===== config.mk =====
export PLATFORM = sky130hd
export DESIGN_NAME = staff_line_row_detector_core
export DESIGN_NICKNAME = d
export VERILOG_FILES = /design/src/rtl/sld_pkg.sv /design/src/rtl/staff_line_row_detector_core.sv
export SDC_FILE = /design/constraint.sdc
export NUM_CORES = 1
export LEC_CHECK = 0
export BUFFER_PORTS_ARGS = -buffer_cell sky130_fd_sc_hd__buf_2
export CORE_MARGIN = 8
export CORE_UTILIZATION = 30
export CTS_CLUSTER_DIAMETER = 40
export DETAILED_ROUTE_END_ITERATION = 10
export GPL_TIMING_DRIVEN = 0
export MAX_ROUTING_LAYER = met4
export PLACE_DENSITY_LB_ADDON = 0.2
export SKIP_LAST_GASP = 1
export SYNTH_ARGS = -nofsm -noshare
export SYNTH_HDL_FRONTEND = slang
export SYNTH_SLANG_ARGS = --single-unit

===== constraint.sdc =====
create_clock -name clk -period 19.35 [get_ports clk]
set_clock_uncertainty 0.15 [all_clocks]
set_input_delay 3.87 -clock clk [delete_from_list [all_inputs] [get_ports clk]]
set_output_delay 3.87 -clock clk [all_outputs]
set_load 0.01 [all_outputs]

===== src/rtl/sld_pkg.sv =====
// Shared constants and types for the staff-line row detector.
// Register indexes, reset values and stream widths; no dependencies.
package sld_pkg;

  localparam int unsigned MAX_DIMENSION_DEF = 4096;

  localparam int unsigned CFG_DATA_W = 13;
  localparam int unsigned CFG_ADDR_W = 2;
  localparam int unsigned PIXEL_W    = 8;
  localparam int unsigned FRAC_W     = 9;
  localparam int unsigned START_W    = 12;
  localparam int unsigned THICK_W    = 13;
  localparam int unsigned IN_TDATA_W  = 8;
  localparam int unsigned OUT_TDATA_W = 32;

  localparam logic [CFG_DATA_W-1:0] WIDTH_RST  = 13'd640;
  localparam logic [CFG_DATA_W-1:0] HEIGHT_RST = 13'd480;
  localparam logic [FRAC_W-1:0]     FRAC_RST   = 9'd179;
  localparam logic [PIXEL_W-1:0]    DARK_RST   = 8'd50;

  typedef enum logic [CFG_ADDR_W-1:0] {
    REG_IMAGE_WIDTH  = 2'd0,
    REG_IMAGE_HEIGHT = 2'd1,
    REG_FILL_FRAC    = 2'd2,
    REG_DARK_LEVEL   = 2'd3
  } cfg_reg_t;

endpackage


===== src/rtl/staff_line_row_detector_core.sv =====
// Staff-line row detector: horizontal projection of dark pixels per row.
// Top level with config registers, row/run tracking and output skid stage.
// Depends on sld_pkg.
//
//  channel  | ports                            | content
//  ---------+----------------------------------+-----------------------------------
//  input    | in_tvalid/in_tready/in_tdata     | pixel [7:0]
//  result   | out_tvalid/out_tready/out_tdata  | line_start_row [11:0], thickness [24:12]
//  config   | cfg_wr_en/cfg_addr/cfg_wdata     | register index, value
//
// One pixel per cycle while in_tready is high. The row test is combinational
// (one small multiply and compare); a run's result is registered by its closing pixel.
// Reset (synchronous, rst_n low) restores register defaults and clears all counters.
// A stalled result sits in the output register; a second one parks in the skid
// register and in_tready drops until it has moved on.
module staff_line_row_detector_core #(
  parameter int unsigned MAX_DIMENSION = sld_pkg::MAX_DIMENSION_DEF
) (
  input  logic                             clk,
  input  logic                             rst_n,
  input  logic                             in_tvalid,
  output logic                             in_tready,
  input  logic [sld_pkg::IN_TDATA_W-1:0]   in_tdata,   // [7:0] pixel
  output logic                             out_tvalid,
  input  logic                             out_tready,
  output logic [sld_pkg::OUT_TDATA_W-1:0]  out_tdata,  // [11:0] line_start_row,
                                                       // [24:12] line_rows
  input  logic                             cfg_wr_en,
  input  logic [sld_pkg::CFG_ADDR_W-1:0]   cfg_addr,
  input  logic [sld_pkg::CFG_DATA_W-1:0]   cfg_wdata
);
  import sld_pkg::*;

  localparam int unsigned DIM_W = $clog2(MAX_DIMENSION + 1);
  localparam int unsigned POS_W = $clog2(MAX_DIMENSION);
  localparam int unsigned QW    = DIM_W + FRAC_W;
  localparam int unsigned RES_W = START_W + THICK_W;

  // configuration registers
  logic [CFG_DATA_W-1:0] width_r, height_r;
  logic [FRAC_W-1:0]     frac_r;
  logic [PIXEL_W-1:0]    dark_r;

  // frame state
  logic [POS_W-1:0] col_r, col_nxt;
  logic [POS_W-1:0] row_r, row_nxt;
  logic [DIM_W-1:0] cnt_r, cnt_nxt;
  logic             run_act_r, run_act_nxt;
  logic [POS_W-1:0] run_first_r, run_first_nxt;
  logic [DIM_W-1:0] run_len_r, run_len_nxt;

  // output stage
  logic             out_vld_r, out_vld_nxt;
  logic [RES_W-1:0] out_dat_r, out_dat_nxt;
  logic             skid_vld_r, skid_vld_nxt;
  logic [RES_W-1:0] skid_dat_r, skid_dat_nxt;

  logic             accept;
  logic [DIM_W-1:0] w_eff, h_eff;
  logic [DIM_W-1:0] cnt_inc, col_inc, row_inc;
  logic [QW-1:0]    lhs, thr;
  logic             row_end, frame_end, qualify, emit;
  logic [RES_W-1:0] res;

  assign in_tready  = ~skid_vld_r;
  assign accept     = in_tvalid & in_tready;
  assign out_tvalid = out_vld_r;
  assign out_tdata  = {{(OUT_TDATA_W-RES_W){1'b0}}, out_dat_r};

  always_comb begin
    // zero acts as one, oversize acts as the maximum
    if (width_r == '0) begin
      w_eff = DIM_W'(1);
    end else if (32'(width_r) > MAX_DIMENSION) begin
      w_eff = DIM_W'(MAX_DIMENSION);
    end else begin
      w_eff = DIM_W'(width_r);
    end
    if (height_r == '0) begin
      h_eff = DIM_W'(1);
    end else if (32'(height_r) > MAX_DIMENSION) begin
      h_eff = DIM_W'(MAX_DIMENSION);
    end else begin
      h_eff = DIM_W'(height_r);
    end
  end

  always_comb begin
    cnt_inc   = cnt_r + DIM_W'(in_tdata[PIXEL_W-1:0] < dark_r);
    col_inc   = DIM_W'(col_r) + DIM_W'(1);
    row_inc   = DIM_W'(row_r) + DIM_W'(1);
    row_end   = ~(col_inc < w_eff);
    frame_end = row_end & ~(row_inc < h_eff);
    lhs       = QW'({cnt_inc, 8'd0});
    thr       = QW'(w_eff) * QW'(frac_r);
    qualify   = lhs >= thr;

    col_nxt       = col_r;
    row_nxt       = row_r;
    cnt_nxt       = cnt_r;
    run_act_nxt   = run_act_r;
    run_first_nxt = run_first_r;
    run_len_nxt   = run_len_r;
    emit          = 1'b0;
    res           = {THICK_W'(run_len_r), START_W'(run_first_r)};

    if (accept) begin
      if (!row_end) begin
        col_nxt = POS_W'(col_inc);
        cnt_nxt = cnt_inc;
      end else begin
        col_nxt = '0;
        cnt_nxt = '0;
        if (qualify) begin
          if (run_act_r) begin
            run_len_nxt = run_len_r + DIM_W'(1);
          end else begin
            run_act_nxt   = 1'b1;
            run_first_nxt = row_r;
            run_len_nxt   = DIM_W'(1);
          end
        end else if (run_act_r) begin
          emit        = 1'b1;
          run_act_nxt = 1'b0;
        end
        if (!frame_end) begin
          row_nxt = POS_W'(row_inc);
        end else begin
          // close any open run at frame end, then clear the run
          if (run_act_nxt) begin
            emit = 1'b1;
            res  = {THICK_W'(run_len_nxt), START_W'(run_first_nxt)};
          end
          row_nxt       = '0;
          run_act_nxt   = 1'b0;
          run_first_nxt = '0;
          run_len_nxt   = '0;
        end
      end
    end
  end

  // output register with skid stage behind it
  always_comb begin
    out_vld_nxt  = out_vld_r;
    out_dat_nxt  = out_dat_r;
    skid_vld_nxt = skid_vld_r;
    skid_dat_nxt = skid_dat_r;
    if (skid_vld_r) begin
      if (out_tready) begin
        out_dat_nxt  = skid_dat_r;
        skid_vld_nxt = 1'b0;
      end
    end else if (!out_vld_r || out_tready) begin
      out_vld_nxt = emit;
      if (emit) begin
        out_dat_nxt = res;
      end
    end else if (emit) begin
      // hold the waiting result, park the new one
      skid_vld_nxt = 1'b1;
      skid_dat_nxt = res;
    end
  end

  always_ff @(posedge clk) begin
    if (!rst_n) begin
      width_r     <= WIDTH_RST;
      height_r    <= HEIGHT_RST;
      frac_r      <= FRAC_RST;
      dark_r      <= DARK_RST;
      col_r       <= '0;
      row_r       <= '0;
      cnt_r       <= '0;
      run_act_r   <= 1'b0;
      run_first_r <= '0;
      run_len_r   <= '0;
      out_vld_r   <= 1'b0;
      skid_vld_r  <= 1'b0;
    end else begin
      if (cfg_wr_en) begin
        unique case (cfg_reg_t'(cfg_addr))
          REG_IMAGE_WIDTH:  width_r  <= cfg_wdata;
          REG_IMAGE_HEIGHT: height_r <= cfg_wdata;
          REG_FILL_FRAC:    frac_r   <= cfg_wdata[FRAC_W-1:0];
          REG_DARK_LEVEL:   dark_r   <= cfg_wdata[PIXEL_W-1:0];
          default: ;
        endcase
      end
      col_r       <= col_nxt;
      row_r       <= row_nxt;
      cnt_r       <= cnt_nxt;
      run_act_r   <= run_act_nxt;
      run_first_r <= run_first_nxt;
      run_len_r   <= run_len_nxt;
      out_vld_r   <= out_vld_nxt;
      skid_vld_r  <= skid_vld_nxt;
    end
  end

  always_ff @(posedge clk) begin
    out_dat_r  <= out_dat_nxt;
    skid_dat_r <= skid_dat_nxt;
  end

endmodule


==> flow_metrics.env <==
export IMPL_total_switching_power_mw=0.266
export IMPL_post_route_cells_drive_above_1_share_pct=10.2
export IMPL_holdCritPathClass="flip-flop to flip-flop"
export IMPL_cts_buffers_inserted=17
export IMPL_dieHeight_microns=217
export IMPL_final_design_instance_area_without_fill_sq_um=13700
export IMPL_final_net_count=1639
export IMPL_num_antenna_cells=0
export IMPL_finalCriticalPeriod_ns=10.34
export IMPL_die_x_microns=217
export IMPL_critical_path_top_delay_family="simple AND/OR/NAND/NOR gates"
export IMPL_finalWeightedCongestion=0.842
export IMPL_synth_cells=1360
export IMPL_final_min_period_over_clock_period_pct=53.4
export IMPL_design_core_area_sq_um=39700
export IMPL_cts_sink_count=158
export IMPL_power_density_cell_area_nw_per_um2=65.0
export IMPL_dieArea_sq_um=46900
export IMPL_vdd_drop_max_uv=49.4
export IMPL_criticalPathCategory="input pin to flip-flop"
export IMPL_netlist_area_sq_um=12100
export IMPL_netlist_cell_type_count=67
export IMPL_synth_largest_area_cell="sky130_fd_sc_hd__dfxtp_1"
export IMPL_initial_antenna_violation_count=0
export IMPL_critical_path_endpoint_type="flip-flop"
export IMPL_wl_met3_microns=849
export IMPL_setup_violations_final=0
export IMPL_slew_headroom_pct=38.8
export IMPL_synth_most_common_cell="sky130_fd_sc_hd__nand2_1"
export IMPL_slowest_stage="sky130_fd_sc_hd__nor2_1"
export IMPL_overall_global_routing_resource_usage_pct=14.3
export IMPL_tritoncts_clock_tree="done"
export IMPL_yosys_top_cells_count="sky130_fd_sc_hd__nand2_1, sky130_fd_sc_hd__inv_1, sky130_fd_sc_hd__dfxtp_1"
export IMPL_stdcell_count=1980
export IMPL_ant_nets=0
export IMPL_critPathMaxStageDelay_ns=0.60
export IMPL_timing_final_hold_violations=0
export IMPL_cp_data_arrival_time_ns=10.32
export IMPL_power_sequential_fraction_pct=39.0
export IMPL_route_detailed_vias_per_inst=4.88
export IMPL_p_leak_nw=6.04
export IMPL_cts_hold_buffers=0
export IMPL_cell_count_after_placement=1948
export IMPL_detailroute_via_count=9666
export IMPL_clk_root_buffer_cell="sky130_fd_sc_hd__clkbuf_16"
export IMPL_portBuffers=53
export IMPL_clk_path_buf_depth=2
export IMPL_report_final_slew_viol_count=0
export IMPL_syn_avg_cell_area_sq_um=8.88
export IMPL_floorplan_initialDensity_pct=30.4
export IMPL_seq_area_frac_synth_pct=30.3
export IMPL_fin_setup_tns_ns=0
export IMPL_detailroute_wirelength_met2_microns=15900
export IMPL_insertion_delay_ns=0.43
export IMPL_ys_dominant_reg_cell="sky130_fd_sc_hd__dfxtp_1"
export IMPL_async_flop_share_pct=0
export IMPL_max_clock_freq_mhz=96.7
export IMPL_grt_pass1_wl_microns=53400
export IMPL_routedLengthMet1_microns=15200
export IMPL_worst_slew_pin_slew_ns=0.914
export IMPL_share_comb_of_total_power_pct=20.0
export IMPL_postSynthRegisterBits=158
export IMPL_grt_start_max_net_pins=18
export IMPL_synth_top_area_share_pct=17.9
export IMPL_worst_setup_hold_path_clk_slew_ns=0.07
export IMPL_num_io_pins=62
export IMPL_core_rowCount=73
export IMPL_drt_first_iter_violations=514
export IMPL_outcome="finished, final reports clean"
export IMPL_wl_microns=32300
export IMPL_dp_hpwl_microns=24700
export IMPL_cellInternalPower_mw=0.626
export IMPL_power_share_clock_pct=40.9
export IMPL_synthesis_yosys_warnings=0
export IMPL_htree_num_levels=4
export IMPL_drt_pass1_iterations=5
export IMPL_synth_edff_count=50
export IMPL_rsz_0062_raised_after_global_routing="false"
export IMPL_area_delta_synth_final_pct=13.5
export IMPL_path_common_cell="sky130_fd_sc_hd__ha_1"
export IMPL_maxCapViolations=0
export IMPL_postLayoutCoreUtil_pct=34.5
export IMPL_post_cts_resize_count=0
export IMPL_timing_critical_path_buf_inv=4
export IMPL_postCtsSetupBuffers=0
export IMPL_power_switching_fraction_pct=29.8
export IMPL_place_area_sq_um=13100
export IMPL_routed_wire_length_per_instance_microns=16.3
export IMPL_timing_critical_path_required_ns=19.33
export IMPL_drc_errors=0
export IMPL_topRoutingLayerUsed="met4"
export IMPL_synth_area_leaders="sky130_fd_sc_hd__dfxtp_1, sky130_fd_sc_hd__fa_1, sky130_fd_sc_hd__edfxtp_1, sky130_fd_sc_hd__ha_1, sky130_fd_sc_hd__nand2_1"
export IMPL_first_global_vias=9912
export IMPL_globalRouteOverflowTotal=0
export IMPL_critPathLaunchType="input pin"
export IMPL_crit_fanout=13
==> registers in the layout, indices dropped and copies added, names as in the netlist, 8 cells and up <==
signal       flops
run_first_r     12
col_r           12
out_dat_r       25
frac_r           9
skid_dat_r      25
width_r         13
dark_r           8
cnt_r           13
height_r        13
row_r           12
run_len_r       13
==> final cells by class <==
class / count / area (sq um)
fill: 4153 / 26000
multi-input combinational: 1008 / 7660
sequential: 158 / 3660
tap: 525 / 657
clock buffer: 20 / 479
inverter: 124 / 465
buffer: 76 / 328
timing repair buffer: 57 / 303
clock inverter: 12 / 158
==> routing by layer <==
metal,GRT usage (%),vias up
met3,1.75,27
met5,-,-
met2,24.2,125
met4,3.18,0
li1,-,4805
met1,18.2,4709
==> placed cells by master, fill, tap and decap left out, types with 12 or more instances in the layout <==
cell,netlist,layout
sky130_fd_sc_hd__inv_1,124,124
sky130_fd_sc_hd__nand3b_1,28,28
sky130_fd_sc_hd__buf_2,7,60
sky130_fd_sc_hd__xnor2_1,14,14
sky130_fd_sc_hd__mux2_2,19,19
sky130_fd_sc_hd__fa_1,78,78
sky130_fd_sc_hd__clkbuf_1,56,57
sky130_fd_sc_hd__edfxtp_1,50,50
sky130_fd_sc_hd__clkbuf_16,0,19
sky130_fd_sc_hd__xor2_1,32,32
sky130_fd_sc_hd__o221ai_1,13,13
sky130_fd_sc_hd__a21oi_1,92,92
sky130_fd_sc_hd__a22o_1,18,18
sky130_fd_sc_hd__nor3_1,19,19
sky130_fd_sc_hd__o211ai_1,14,14
sky130_fd_sc_hd__dfxtp_1,108,108
sky130_fd_sc_hd__nor2_1,46,46
sky130_fd_sc_hd__o21ai_0,39,39
sky130_fd_sc_hd__a31oi_1,12,12
sky130_fd_sc_hd__and3_1,30,30
sky130_fd_sc_hd__nand2_1,217,217
sky130_fd_sc_hd__nand3_1,33,33
sky130_fd_sc_hd__and2_1,57,57
sky130_fd_sc_hd__ha_1,91,91
sky130_fd_sc_hd__nor2b_1,23,23
==> cells by family (layout without fill, tap and decap cells) <==
family / count (synthesis) / after routing / share of synthesized area [%]
AOI/OAI and AO/OA: 246 / 246 / 13.1
xor gates and xnor gates: 47 / 47 / 3.47
adders and majority gates: 169 / 169 / 22.4
buffers and inverters: 200 / 289 / 6.57
DFF: 158 / 158 / 30.3
muxes: 29 / 29 / 3.01
other: 1 / 7 / 0.0310
and+or+nand+nor: 510 / 510 / 21.1
==> worst reg2reg max path, stage by stage, from the launching register on <==
cell                       delay (ns)
sky130_fd_sc_hd__dfxtp_1         0.36
sky130_fd_sc_hd__nor4_1          0.45
sky130_fd_sc_hd__a31oi_1         0.43
sky130_fd_sc_hd__nand2b_1        0.31
sky130_fd_sc_hd__fa_1            0.53
sky130_fd_sc_hd__fa_1            0.55
sky130_fd_sc_hd__inv_1           0.05
sky130_fd_sc_hd__fa_1            0.52
sky130_fd_sc_hd__inv_1           0.05
sky130_fd_sc_hd__fa_1            0.58
sky130_fd_sc_hd__inv_1           0.06
sky130_fd_sc_hd__ha_1            0.34
sky130_fd_sc_hd__o211ai_1        0.16
sky130_fd_sc_hd__nor4b_1         0.60
sky130_fd_sc_hd__o211ai_1        0.32
sky130_fd_sc_hd__a311o_1         0.34
sky130_fd_sc_hd__a21oi_1         0.18
sky130_fd_sc_hd__xor2_1          0.10
sky130_fd_sc_hd__ha_1            0.30
sky130_fd_sc_hd__nand3_1         0.08
sky130_fd_sc_hd__or3_1           0.44
sky130_fd_sc_hd__nor4_1          0.35
sky130_fd_sc_hd__a31oi_2         0.26
sky130_fd_sc_hd__nor2_1          0.60
sky130_fd_sc_hd__buf_2           0.38
sky130_fd_sc_hd__o22ai_1         0.14
sky130_fd_sc_hd__o22ai_2         0.55
sky130_fd_sc_hd__buf_8           0.25
==> power groups by stage <==
| stage | clock network (mW) | registers (mW) | logic [mW] |
|---|---|---|---|
| 2_1_floorplan | 0 | 0.354 | 0.131 |
| 3_3_place_gp | 0 | 0.356 | 0.178 |
| 3_5_place_dp | 0 | 0.355 | 0.180 |
| 4_1_cts | 0.374 | 0.348 | 0.181 |
| 5_1_grt | 0.386 | 0.348 | 0.206 |
| 6_report | 0.365 | 0.348 | 0.179 |
==> path summary, 6_finish.rpt <==
check	from	end	slack [ns]	cells after the start
min reg2reg	dark_r[6]	dark_r[6]	0.31	2
max reg2reg	width_r[12]	out_dat_r[23]	9.63	27
max	in_tdata[1]	out_dat_r[23]	9.01	27
min	dark_r[6]	dark_r[6]	0.31	2
==> metrics by stage <==
stage	setup WS (ns)	hold WS, ns	total power [mW]
after floorplan	7.96	0.282	0.484
after CTS	8.94	0.312	0.903
after detailed placement	8.50	0.301	0.535
after global placement	5.15	0.295	0.534
final	9.01	0.311	0.892
after global routing	8.53	0.333	0.941
(Power assumes the default switching activity.)
